[src/design/link_connection_manager_core_defines.svh]
// Assertion macros of the link connection manager design, used by the sequencer.
`ifndef LINK_CONNECTION_MANAGER_CORE_DEFINES_SVH
`define LINK_CONNECTION_MANAGER_CORE_DEFINES_SVH

`ifndef NO_ASSERTIONS

// Check that the consequent holds in the same cycle as the antecedent.
`define LCM_ASSERT_NOW(lbl, clk, rst_n, ante, cons) \
    lbl: assert property (@(posedge clk) disable iff (!rst_n) (ante) |-> (cons)) \
        else $error("lcm check failed");

// Check that the consequent holds in the cycle after the antecedent.
`define LCM_ASSERT_NEXT(lbl, clk, rst_n, ante, cons) \
    lbl: assert property (@(posedge clk) disable iff (!rst_n) (ante) |=> (cons)) \
        else $error("lcm check failed");

`else

`define LCM_ASSERT_NOW(lbl, clk, rst_n, ante, cons)
`define LCM_ASSERT_NEXT(lbl, clk, rst_n, ante, cons)

`endif

`endif

[src/design/lcm_pkg.sv]
// Shared types, widths and codes of the link connection manager.
package lcm_pkg;

    localparam int unsigned NOW_W   = 32;
    localparam int unsigned STATE_W = 3;
    localparam int unsigned ACT_W   = 2;
    localparam int unsigned CNT_W   = 8;
    localparam int unsigned DLY_W   = 16;
    localparam int unsigned CAP_W   = 20;
    localparam int unsigned PROD_W  = DLY_W + CNT_W;

    localparam int unsigned CFG_IDX_W  = 3;
    localparam int unsigned CFG_DATA_W = CAP_W;

    // Configuration register indexes
    localparam logic [CFG_IDX_W-1:0] CFG_DROP_LIMIT  = 3'd0;
    localparam logic [CFG_IDX_W-1:0] CFG_START_DELAY = 3'd1;
    localparam logic [CFG_IDX_W-1:0] CFG_RETRY_DELAY = 3'd2;
    localparam logic [CFG_IDX_W-1:0] CFG_BACKOFF_STEP = 3'd3;
    localparam logic [CFG_IDX_W-1:0] CFG_BACKOFF_CAP = 3'd4;

    // Configuration reset values
    localparam logic [CNT_W-1:0] DROP_LIMIT_RST  = 8'd3;
    localparam logic [DLY_W-1:0] START_DELAY_RST = 16'd1000;
    localparam logic [DLY_W-1:0] RETRY_DELAY_RST = 16'd5000;
    localparam logic [DLY_W-1:0] BACKOFF_STEP_RST = 16'd5000;
    localparam logic [CAP_W-1:0] BACKOFF_CAP_RST = 20'd60000;

    // Action codes
    localparam logic [ACT_W-1:0] ACT_NONE  = 2'd0;
    localparam logic [ACT_W-1:0] ACT_INIT  = 2'd1;
    localparam logic [ACT_W-1:0] ACT_START = 2'd2;

    typedef struct packed {
        logic [CNT_W-1:0] drop_confirm_limit;
        logic [DLY_W-1:0] start_delay_ms;
        logic [DLY_W-1:0] retry_delay_ms;
        logic [DLY_W-1:0] backoff_step_ms;
        logic [CAP_W-1:0] backoff_cap_ms;
    } t_lcm_cfg;

    typedef struct packed {
        logic [NOW_W-1:0] now_ms;
        logic             modem_ready;
        logic             link_up;
        logic             init_ok;
        logic             start_ok;
        logic             link_up_after_start;
    } t_lcm_item;

    typedef struct packed {
        logic [STATE_W-1:0] conn_state;
        logic [ACT_W-1:0]   action_issued;
        logic [CNT_W-1:0]   attempt_count;
        logic               has_connectivity;
    } t_lcm_result;

endpackage

[src/design/lcm_in_if.sv]
// Input channel of the link connection manager: one tick per transfer.
interface lcm_in_if;
    import lcm_pkg::*;

    logic             valid;
    logic             ready;
    logic [NOW_W-1:0] now_ms;
    logic             modem_ready;
    logic             link_up;
    logic             init_ok;
    logic             start_ok;
    logic             link_up_after_start;

    modport source (
        output valid, now_ms, modem_ready, link_up, init_ok, start_ok,
               link_up_after_start,
        input  ready
    );

    modport sink (
        input  valid, now_ms, modem_ready, link_up, init_ok, start_ok,
               link_up_after_start,
        output ready
    );
endinterface

[src/design/lcm_out_if.sv]
// Result channel of the link connection manager: one result per transfer.
interface lcm_out_if;
    import lcm_pkg::*;

    logic               valid;
    logic               ready;
    logic [STATE_W-1:0] conn_state;
    logic [ACT_W-1:0]   action_issued;
    logic [CNT_W-1:0]   attempt_count;
    logic               has_connectivity;

    modport source (
        output valid, conn_state, action_issued, attempt_count, has_connectivity,
        input  ready
    );

    modport sink (
        input  valid, conn_state, action_issued, attempt_count, has_connectivity,
        output ready
    );
endinterface

[src/design/lcm_seq.sv]
// Connection sequencer: state, counters and deadline, one tick per advance.
`include "link_connection_manager_core_defines.svh"

module lcm_seq (
    input  logic                 i_clk,
    input  logic                 i_rst_n,
    input  logic                 i_adv,
    input  lcm_pkg::t_lcm_item   i_item,
    input  lcm_pkg::t_lcm_cfg    i_cfg,
    output lcm_pkg::t_lcm_result o_res
);
    import lcm_pkg::*;

    typedef enum logic [STATE_W-1:0] {
        ST_WAIT    = 3'd0,
        ST_INIT    = 3'd1,
        ST_START   = 3'd2,
        ST_ONLINE  = 3'd3,
        ST_BACKOFF = 3'd4
    } t_conn_state;

    t_conn_state      r_state, n_state;
    logic [CNT_W-1:0] r_attempts, n_attempts;
    logic [CNT_W-1:0] r_missing, n_missing;
    logic [NOW_W-1:0] r_next_time, n_next_time;

    logic [NOW_W-1:0]  w_diff;
    logic              w_due;
    logic [CNT_W-1:0]  w_mult;
    logic [PROD_W-1:0] w_prod;
    logic [CAP_W-1:0]  w_delay;
    logic [CNT_W-1:0]  w_missing_inc;
    logic [ACT_W-1:0]  w_action;
    logic              w_link;

    // Wrap-safe deadline test: a zero deadline never blocks
    assign w_diff = i_item.now_ms - r_next_time;
    assign w_due  = (r_next_time == '0) || !w_diff[NOW_W-1];

    // Backoff delay: min(cap, step * max(1, attempts))
    assign w_mult  = (r_attempts == '0) ? CNT_W'(1) : r_attempts;
    assign w_prod  = {{CNT_W{1'b0}}, i_cfg.backoff_step_ms} * {{DLY_W{1'b0}}, w_mult};
    assign w_delay = (w_prod > {{(PROD_W-CAP_W){1'b0}}, i_cfg.backoff_cap_ms})
                   ? i_cfg.backoff_cap_ms : w_prod[CAP_W-1:0];

    assign w_missing_inc = r_missing + CNT_W'(1);

    always_comb begin
        n_state     = r_state;
        n_attempts  = r_attempts;
        n_missing   = r_missing;
        n_next_time = r_next_time;
        w_action    = ACT_NONE;

        if (!i_item.modem_ready) begin
            if (r_state != ST_WAIT) begin
                n_state     = ST_WAIT;
                n_attempts  = '0;
                n_missing   = '0;
                n_next_time = '0;
            end
        end else if (r_state == ST_START && i_item.link_up) begin
            n_state     = ST_ONLINE;
            n_attempts  = '0;
            n_missing   = '0;
            n_next_time = '0;
        end else if (r_state == ST_ONLINE) begin
            if (!i_item.link_up) begin
                n_missing = w_missing_inc;
                if (w_missing_inc >= i_cfg.drop_confirm_limit) begin
                    n_missing   = '0;
                    n_attempts  = r_attempts + CNT_W'(1);
                    n_state     = ST_BACKOFF;
                    n_next_time = i_item.now_ms
                                + {{(NOW_W-DLY_W){1'b0}}, i_cfg.retry_delay_ms};
                end
            end else begin
                n_missing   = '0;
                n_next_time = '0;
            end
        end else if (w_due) begin
            case (r_state)
                ST_INIT: begin
                    w_action = ACT_INIT;
                    if (i_item.init_ok) begin
                        n_state     = ST_START;
                        n_next_time = i_item.now_ms
                                    + {{(NOW_W-DLY_W){1'b0}}, i_cfg.start_delay_ms};
                    end else begin
                        n_attempts  = r_attempts + CNT_W'(1);
                        n_state     = ST_BACKOFF;
                        n_next_time = i_item.now_ms
                                    + {{(NOW_W-DLY_W){1'b0}}, i_cfg.retry_delay_ms};
                    end
                end
                ST_START: begin
                    w_action = ACT_START;
                    if (i_item.start_ok && i_item.link_up_after_start) begin
                        n_state     = ST_ONLINE;
                        n_attempts  = '0;
                        n_missing   = '0;
                        n_next_time = '0;
                    end else begin
                        n_attempts  = r_attempts + CNT_W'(1);
                        n_state     = ST_BACKOFF;
                        n_next_time = i_item.now_ms
                                    + {{(NOW_W-DLY_W){1'b0}}, i_cfg.retry_delay_ms};
                    end
                end
                ST_BACKOFF: begin
                    n_state     = ST_START;
                    n_next_time = i_item.now_ms + {{(NOW_W-CAP_W){1'b0}}, w_delay};
                end
                default: begin
                    n_attempts  = '0;
                    n_missing   = '0;
                    n_state     = ST_INIT;
                    n_next_time = i_item.now_ms;
                end
            endcase
        end
    end

    assign w_link = (w_action == ACT_START) ? i_item.link_up_after_start
                                            : i_item.link_up;

    always_comb begin
        o_res.conn_state       = n_state;
        o_res.action_issued    = w_action;
        o_res.attempt_count    = n_attempts;
        o_res.has_connectivity = (n_state == ST_ONLINE) && i_item.modem_ready && w_link;
    end

    always_ff @(posedge i_clk) begin
        if (!i_rst_n) begin
            r_state     <= ST_WAIT;
            r_attempts  <= '0;
            r_missing   <= '0;
            r_next_time <= '0;
        end else if (i_adv) begin
            r_state     <= n_state;
            r_attempts  <= n_attempts;
            r_missing   <= n_missing;
            r_next_time <= n_next_time;
        end
    end

    `LCM_ASSERT_NOW(a_online_no_attempts, i_clk, i_rst_n,
        r_state == ST_ONLINE, r_attempts == '0)
    `LCM_ASSERT_NOW(a_online_no_deadline, i_clk, i_rst_n,
        r_state == ST_ONLINE, r_next_time == '0)
    `LCM_ASSERT_NOW(a_missing_only_online, i_clk, i_rst_n,
        r_state != ST_ONLINE, r_missing == '0)
    `LCM_ASSERT_NEXT(a_init_leaves_init, i_clk, i_rst_n,
        i_adv && w_action == ACT_INIT, r_state == ST_START || r_state == ST_BACKOFF)

endmodule

[src/design/link_connection_manager_core.sv]
// Path: a tick waits in the input register and advances into the result register together
//   with the sequencer state once the result register is empty or being drained.
// Throughput: one tick per cycle while the result channel drains without stalling.
// Reset: synchronous, active low; clears the sequencer to wait-ready with zero counters and
//   no deadline, empties both pipeline registers and loads the configuration defaults.
// Ticks and results move over valid/ready channels; a full input register still takes a
//   new transfer in the cycle it hands its tick on.
module link_connection_manager_core (
    input  logic                          i_clk,
    input  logic                          i_rst_n,
    lcm_in_if.sink                        i_in,
    lcm_out_if.source                     o_out,
    input  logic                          i_cfg_we,
    input  logic [lcm_pkg::CFG_IDX_W-1:0] i_cfg_idx,
    input  logic [lcm_pkg::CFG_DATA_W-1:0] i_cfg_wdata
);
    import lcm_pkg::*;

    t_lcm_cfg    r_cfg;
    logic        r_in_valid;
    t_lcm_item   r_item;
    logic        r_out_valid;
    t_lcm_result r_res;

    t_lcm_result w_res;
    logic        w_adv;
    logic        w_in_take;

    // Advance the held tick when the result register is empty or being drained
    assign w_adv     = r_in_valid && (!r_out_valid || o_out.ready);
    assign i_in.ready = !r_in_valid || w_adv;
    assign w_in_take = i_in.valid && i_in.ready;

    // Configuration: a write to an index beyond the list is dropped
    always_ff @(posedge i_clk) begin
        if (!i_rst_n) begin
            r_cfg.drop_confirm_limit <= DROP_LIMIT_RST;
            r_cfg.start_delay_ms     <= START_DELAY_RST;
            r_cfg.retry_delay_ms     <= RETRY_DELAY_RST;
            r_cfg.backoff_step_ms    <= BACKOFF_STEP_RST;
            r_cfg.backoff_cap_ms     <= BACKOFF_CAP_RST;
        end else if (i_cfg_we) begin
            case (i_cfg_idx)
                CFG_DROP_LIMIT:   r_cfg.drop_confirm_limit <= i_cfg_wdata[CNT_W-1:0];
                CFG_START_DELAY:  r_cfg.start_delay_ms     <= i_cfg_wdata[DLY_W-1:0];
                CFG_RETRY_DELAY:  r_cfg.retry_delay_ms     <= i_cfg_wdata[DLY_W-1:0];
                CFG_BACKOFF_STEP: r_cfg.backoff_step_ms    <= i_cfg_wdata[DLY_W-1:0];
                CFG_BACKOFF_CAP:  r_cfg.backoff_cap_ms     <= i_cfg_wdata[CAP_W-1:0];
                default: ;
            endcase
        end
    end

    // Input register: hold the tick until the sequencer takes it
    always_ff @(posedge i_clk) begin
        if (!i_rst_n) begin
            r_in_valid <= 1'b0;
        end else if (w_in_take) begin
            r_in_valid <= 1'b1;
        end else if (w_adv) begin
            r_in_valid <= 1'b0;
        end
    end

    always_ff @(posedge i_clk) begin
        if (w_in_take) begin
            r_item.now_ms              <= i_in.now_ms;
            r_item.modem_ready         <= i_in.modem_ready;
            r_item.link_up             <= i_in.link_up;
            r_item.init_ok             <= i_in.init_ok;
            r_item.start_ok            <= i_in.start_ok;
            r_item.link_up_after_start <= i_in.link_up_after_start;
        end
    end

    lcm_seq u_seq (
        .i_clk   (i_clk),
        .i_rst_n (i_rst_n),
        .i_adv   (w_adv),
        .i_item  (r_item),
        .i_cfg   (r_cfg),
        .o_res   (w_res)
    );

    // Result register: load on advance, drop on a transfer with nothing behind it
    always_ff @(posedge i_clk) begin
        if (!i_rst_n) begin
            r_out_valid <= 1'b0;
        end else if (w_adv) begin
            r_out_valid <= 1'b1;
        end else if (o_out.ready) begin
            r_out_valid <= 1'b0;
        end
    end

    always_ff @(posedge i_clk) begin
        if (w_adv) begin
            r_res <= w_res;
        end
    end

    assign o_out.valid            = r_out_valid;
    assign o_out.conn_state       = r_res.conn_state;
    assign o_out.action_issued    = r_res.action_issued;
    assign o_out.attempt_count    = r_res.attempt_count;
    assign o_out.has_connectivity = r_res.has_connectivity;

endmodule
[src/flat_wrapper.sv]
// flat-port wrapper written by rule: the top's interface ports become plain ports
module link_connection_manager_core_flat import lcm_pkg::*;
  (i_clk, i_rst_n, i_cfg_we, i_cfg_idx, i_cfg_wdata, i_in_valid, i_in_now_ms, i_in_modem_ready, i_in_link_up, i_in_init_ok, i_in_start_ok, i_in_link_up_after_start, i_in_ready, o_out_valid, o_out_conn_state, o_out_action_issued, o_out_attempt_count, o_out_has_connectivity, o_out_ready);
  lcm_in_if i_in_i ();
  lcm_out_if o_out_i ();
  input  logic i_clk;
  input  logic i_rst_n;
  input  logic i_cfg_we;
  input  logic [lcm_pkg::CFG_IDX_W-1:0] i_cfg_idx;
  input  logic [lcm_pkg::CFG_DATA_W-1:0] i_cfg_wdata;
  input wire logic [$bits(i_in_i.valid)-1:0] i_in_valid;
  input wire logic [$bits(i_in_i.now_ms)-1:0] i_in_now_ms;
  input wire logic [$bits(i_in_i.modem_ready)-1:0] i_in_modem_ready;
  input wire logic [$bits(i_in_i.link_up)-1:0] i_in_link_up;
  input wire logic [$bits(i_in_i.init_ok)-1:0] i_in_init_ok;
  input wire logic [$bits(i_in_i.start_ok)-1:0] i_in_start_ok;
  input wire logic [$bits(i_in_i.link_up_after_start)-1:0] i_in_link_up_after_start;
  output wire logic [$bits(i_in_i.ready)-1:0] i_in_ready;
  output wire logic [$bits(o_out_i.valid)-1:0] o_out_valid;
  output wire logic [$bits(o_out_i.conn_state)-1:0] o_out_conn_state;
  output wire logic [$bits(o_out_i.action_issued)-1:0] o_out_action_issued;
  output wire logic [$bits(o_out_i.attempt_count)-1:0] o_out_attempt_count;
  output wire logic [$bits(o_out_i.has_connectivity)-1:0] o_out_has_connectivity;
  input wire logic [$bits(o_out_i.ready)-1:0] o_out_ready;
  assign i_in_i.valid = i_in_valid;
  assign i_in_i.now_ms = i_in_now_ms;
  assign i_in_i.modem_ready = i_in_modem_ready;
  assign i_in_i.link_up = i_in_link_up;
  assign i_in_i.init_ok = i_in_init_ok;
  assign i_in_i.start_ok = i_in_start_ok;
  assign i_in_i.link_up_after_start = i_in_link_up_after_start;
  assign i_in_ready = i_in_i.ready;
  assign o_out_valid = o_out_i.valid;
  assign o_out_conn_state = o_out_i.conn_state;
  assign o_out_action_issued = o_out_i.action_issued;
  assign o_out_attempt_count = o_out_i.attempt_count;
  assign o_out_has_connectivity = o_out_i.has_connectivity;
  assign o_out_i.ready = o_out_ready;
  link_connection_manager_core u_core (.i_clk(i_clk), .i_rst_n(i_rst_n), .i_in(i_in_i), .o_out(o_out_i), .i_cfg_we(i_cfg_we), .i_cfg_idx(i_cfg_idx), .i_cfg_wdata(i_cfg_wdata));
endmodule
[config.mk]
export PLATFORM = sky130hd
export DESIGN_NAME = link_connection_manager_core_flat
export DESIGN_NICKNAME = d
export VERILOG_FILES = /design/src/design/lcm_pkg.sv /design/src/design/lcm_in_if.sv /design/src/design/lcm_out_if.sv /design/src/design/lcm_seq.sv /design/src/design/link_connection_manager_core.sv /design/src/flat_wrapper.sv
export VERILOG_INCLUDE_DIRS = /design/src /design/src/design
export SDC_FILE = /design/constraint.sdc
export NUM_CORES = 1
export LEC_CHECK = 0
export BUFFER_PORTS_ARGS = -buffer_cell sky130_fd_sc_hd__buf_2
export CAP_MARGIN = 20
export CORE_UTILIZATION = 40
export CTS_CLUSTER_DIAMETER = 100
export DETAILED_ROUTE_END_ITERATION = 7
export SLEW_MARGIN = 25
export SYNTH_ARGS = -nofsm -noshare
export SYNTH_HDL_FRONTEND = slang
export SYNTH_HIERARCHICAL = 1
export SYNTH_SLANG_ARGS = --single-unit
[constraint.sdc]
create_clock -name i_clk -period 10.48 [get_ports i_clk]
set_input_delay 0.524 -clock i_clk [delete_from_list [all_inputs] [get_ports i_clk]]
set_output_delay 0.524 -clock i_clk [all_outputs]
set_load 0.02 [all_outputs]
# Word level (Yosys, flattened, before mapping)
# Cells that the tools add are included.
# totals
n_memories	0
ram_bits	0
latch_bits	0
inputBits	65
romBits	0
ff_bits	180
# op_classes
shifts	0
n_eq_ne	14
addsub	6
reduce_logical	27
bitwise	0
muxes	51
mul	1
n_div	0
n_lt_le_gt_ge	2
# op_table
operator	n
2-to-1 mux 32 bit	9
2-to-1 mux 8 bit	18
one-hot mux 32 bit (3 select lines)	1
adder 32 x 16 -> 32 bit	2
adder 32 x 20 -> 32 bit	1
logical NOT 32 bit	1
subtractor 32 bit	1
2-to-1 mux 3 bit	9
greater-than comparator 24 x 20 -> 1 bit	1
multiplier 16 x 8 -> 24 bit	1
one-hot mux 8 bit (3 select lines)	1
2-to-1 mux 20 bit	1
adder 8 x 1 -> 8 bit, second input constant	2
one-hot mux 8 bit (2 select lines)	1
equality test 3 x 2 -> 1 bit, second input constant	5
!= test 5 bit, second input constant	2
AND reduction 2 bit	5
one-hot mux 3 bit (3 select lines)	1
>= comparator 8 bit	1
logical NOT 8 bit	1
2-to-1 mux 2 bit	4
!= test 4 bit, second input constant	2
equality test 3 x 1 -> 1 bit, second input constant	2
equality test 3 bit, second input constant	2
12 further kinds	27

# Longest topological paths before layout
# depth
ltp_word	11
depth_mapped	43

# By module
# The synthesis kept the hierarchy.
# by_module_without_submodules
mod	area_each_um2	seq_area_each_um2	instances	cells_per_inst
lcm_seq	12766.0	1021.0	1	1663
link_connection_manager_core	4568.1	3093.0	1	348

# Worst setup path before layout
# OpenSTA, ideal clock, no wires.
# synth_path
kind	reg-to-reg
from	register u_core.u_seq.r_attempts[5]
to	register u_core.u_seq.r_next_time[19]
arrival_time_ns	8.518
path_buffers	3
stages_incl_launch_ff	36
slack_ns	1.888
setup_ns	0.074
synth_period_minus_slack_ns	8.592
cell_sequence	dfxtp_1 > clkbuf_1 > clkbuf_1 > nand2_1 > fa_1 > fa_1 > inv_1 > fa_1 > fa_1 > ha_1 > and3_1 > a221oi_1 > a22oi_1 > a21oi_1 > nor2b_1 > xnor2_1 > ha_1 > a21oi_1 > nand2_1 > a211oi_1 > o31ai_1 > a21oi_1 > o311ai_1 > nor4_1 > buf_4 > mux2_1 > ha_1 > a211oi_1 > nor2_1 > a2111oi_0 > o31ai_1 > a21o_1 > a221oi_1 > xnor2_1 > nand3_1 > a31oi_1
# synth_via
elab_chain_len	11
# synth_lines
element	line_no	text
start, declared	lcm_seq.sv:23	logic [CNT_W-1:0] r_attempts, n_attempts;
start signal, assigned	lcm_seq.sv:142	r_attempts <= n_attempts;
logical NOT 8 bit	lcm_seq.sv:41	assign w_mult = (r_attempts == '0) ? CNT_W'(1) : r_attempts;
2-to-1 mux 8 bit (*)	lcm_seq.sv:41	
multiplier 16 x 8 -> 24 bit (*)	lcm_seq.sv:42	assign w_prod = {{CNT_W{1'b0}}, i_cfg.backoff_step_ms} * {{DLY_W{1'b0}}, w_mult};
greater-than comparator 24 x 20 -> 1 bit	lcm_seq.sv:43	assign w_delay = (w_prod > {{(PROD_W-CAP_W){1'b0}}, i_cfg.backoff_cap_ms})
2-to-1 mux 20 bit (*)	lcm_seq.sv:44	? i_cfg.backoff_cap_ms : w_prod[CAP_W-1:0];
adder 32 x 20 -> 32 bit (*)	lcm_seq.sv:112	n_next_time = i_item.now_ms + {{(NOW_W-CAP_W){1'b0}}, w_delay};
one-hot mux 32 bit (3 select lines) (*)	lcm_seq.sv:82	case (r_state)
2-to-1 mux 32 bit (*)	lcm_seq.sv:81	end else if (w_due) begin
2-to-1 mux 32 bit (*)	lcm_seq.sv:67	end else if (r_state == ST_ONLINE) begin
2-to-1 mux 32 bit (*)	lcm_seq.sv:62	end else if (r_state == ST_START && i_item.link_up) begin
2-to-1 mux 32 bit (*)	lcm_seq.sv:55	if (!i_item.modem_ready) begin
end signal, assigned	lcm_seq.sv:144	r_next_time <= n_next_time;
end, declared	lcm_seq.sv:25	logic [NOW_W-1:0] r_next_time, n_next_time;
# Every way passes the cells marked *; elsewhere a longest branch is shown, timed or not. The select of a mux whose other input is x is not followed.
# A chain may end at the register's enable or synchronous reset.

# Worst setup path in the final report
# layout_path
from	register u_core.u_seq.r_attempts[0]
to	register u_core.u_seq.r_next_time[22]
# The elaborated chain is that of the path after synthesis.

==> metrics.cfg <==
[sta]
worst_pin_slew_ps=966.9
slew_viol_final=0
fin_skew_ps=15.03
slew_headroom=0.3530
clock.fmax_mhz=103.9
period_needed_ps=9626
setup_violations=0
finalHoldViolCount=0
timing.final.crit_share=0.9185

[floorplan]
die_x_um=210.2
initial_core_util=0.4096
design.portCount=81
die_y_um=210.2
floorplan.core_area_sq_um=42320
fp.dieArea_sq_um=44170
rows=75

[global_route]
grt_overflow=0
antenna_found_initial=0
grt_max_degree=67
grt_use_total=0.2520
grt_pass1_wl_mm=85.46
grt_pass1_vias=14950

[clock_tree]
clock_path_buffers=2
cts-htree-levels=4
cts_root_buf=clkbuf_16
cts_setup_buffers=0
cts_tree=yes
clock_latency_ps=490
cts_buffers=17
clock_sink_count=180
clk_pin_slew_ps=80

[power]
power.density_nw_per_um2=98.99
ir_drop_uv=108.4
power_leakage_nw=8.165

[setup_path]
worstSetupPathType=reg2reg
endpoint_kind=register
regToRegStartpoint=u_core/u_seq/r_attempts[0]$_SDFFE_PN0P_
start_kind=register
critical-path-max-stage-delay_ps=520
worstPathRequired_ps=10850
crit_path_frequent_cell=ha_1
worstSetupStartpoint=u_core/u_seq/r_attempts[0]$_SDFFE_PN0P_
arrival_ps=9990
cp_max_fo=20
cpMaxStageDelayCell=fa_1

[run]
cap_violations=0

[place]
place.port_buffers=80
hpwl_mm=41.61
routabilityCongestion=0.9098
post_dp_cell_area_sq_um=18340

[yosys]
synth.distinct_cells=89
synth_top_area_cell=dfxtp_1
async_flop_share=0
yosys_warnings=6
ys.flop_type=dfxtp_1
synth_top_area_frac=0.1490
synth.top_cells.by_area=dfxtp_1, ha_1, fa_1
syn_area_per_cell_sq_um=8.620
synth_nets=2325
synth-seq-cells=180
synth-edff-count=51
synth_seq_area_share=0.2373
synth_area_sq_um=17330
synthCells=2011

[min_path]
hold_class=in2reg
min_from=i_in_now_ms[31]

[detailed_routing]
drt-initial-drc-count=1513
dr_total_vias=15400
dr.pass1.iters=6
routed_via_density=5.830
wl_mm=54.48
wl_per_cell_um=20.63
drcViolationCount=0
postRouteAntennaNets=0

[cells_and_area]
final_util=0.4477
fin_nets=2366
antennaDiodeCount=0
area_growth_pct=9.312
fin_area_sq_um=18950
fill_cells=4144
layout_common_cells=nand2_1, inv_1, ha_1
final_common_cell=nand2_1
regArea_sq_um=4114
multi_input_comb_area_sq_um=12230
drive_gt1_frac=0.08721

[status]
status=finished, final reports clean

-- state kept, by name, indices dropped and copies added (netlist names) --
name,count
u_core/r_cfg,76
u_core/r_item,37
u_core/u_seq/r_next_time,32
u_core/o_out.attempt_count,8
u_core/u_seq/r_attempts,8
u_core/u_seq/r_missing,8
u_core/o_out.conn_state,3
u_core/u_seq/r_state,3
u_core/o_out.action_issued,2
u_core/o_out.has_connectivity,1
u_core/o_out.valid,1
u_core/r_in_valid,1
-- worst max-delay path, delay by kind of cell, from the launching register on --
| kind | cells | cell delay, ps |
|---|---|---|
| AO/OA/AOI/OAI | 15 | 3400 |
| multiplexers | 1 | 380 |
| buffers and inverters | 3 | 700 |
| flip-flops | 1 | 350 |
| adder cells (fa/ha/maj) | 7 | 2620 |
| XOR/XNOR | 1 | 180 |
| AND/OR/NAND/NOR | 9 | 1860 |
-- cells by family after synthesis --
kind of cell             share of synthesized area
XOR/XNOR                                   0.04093
AO/OA/AOI/OAI                               0.1940
adder cells (fa/ha/maj)                     0.2174
AND/OR/NAND/NOR                             0.1916
multiplexers                               0.05861
flip-flops                                  0.2373
buffers and inverters                      0.06020
-- cell type report --
class                      instances  area share
timing repair buffer             111     0.03354
inverter                         174     0.03447
tap                              577     0.03810
multi-input combinational       1568      0.6453
sequential                       180      0.2171
clock buffer                      20     0.02364
clock inverter                    11    0.007858
-- power breakdown --
group | leakage, nW | internal, W | switching (W) | total (W)
logic | 6.33 | 0.000147 | 0.000262 | 0.000410
clock network | 0.300 | 0.000383 | 0.000302 | 0.000685
registers | 1.54 | 0.000741 | 0.0000403 | 0.000781
total | 8.16 | 0.00127 | 0.000605 | 0.00188
-- layer usage --
metal,vias to the layer above,track usage,share of wire
li1,7248,-,-
met1,7513,0.3520,0.46
met2,534,0.3966,0.45
met3,101,0.03322,0.058
met4,0,0.09162,0.027
met5,-,0,0
-- metrics by stage --
stage / TNS [ps] / setup slack, ps / hold WS [ps] / cells / power [W]
after CTS: 0 / 643.7 / 172.6 / 2641 / 0.001886
after global routing: -12.73 / -7.813 / 177.9 / 2641 / 0.001956
after detailed placement: 0 / 719.6 / 462.9 / 2610 / 0.001195
final: 0 / 854.3 / 204.2 / 2641 / 0.001876
after global placement: 0 / 917.8 / 449.0 / 2610 / 0.001190
after floorplan: 0 / 1888 / 437.3 / 2011 / 0.001060
-- worst paths after layout --
path	end	slack [ps]	cells after the start
hold reg to reg	u_core/r_cfg[73]$_SDFFE_PN0P_	470	2
setup reg to reg	u_core/u_seq/r_next_time[22]$_SDFFE_PN0P_	850	36
hold / removal	u_core/r_item[36]$_DFFE_PP_	200	1
setup / recovery	u_core/u_seq/r_next_time[22]$_SDFFE_PN0P_	850	36
-- Yosys cell counts (13+ instances only) --
cell      number
a211oi_1      24
a21boi_0      19
a21o_1        40
a21oi_1      114
a31oi_1       13
and2_1       101
and3_1        18
clkbuf_1      67
dfxtp_1      129
edfxtp_1      51
fa_1          87
ha_1         162
inv_1        173
mux2_1        19
mux2i_1       79
nand2_1      207
nand3_1       60
nand4_1       23
nor2_1        89
nor2b_1       56
nor3_1        25
nor4_1        16
o211ai_1      24
o21a_1        19
o21ai_0       75
o22ai_1       24
o31ai_1       13
xnor2_1       49
xor2_1        32
-- repair_timing --
item,4_1_cts,5_1_grt
setup endpoints to repair,0,5
resized for setup,0,4
hold buffers,0,0
Power figures use the tool's default switching activity.
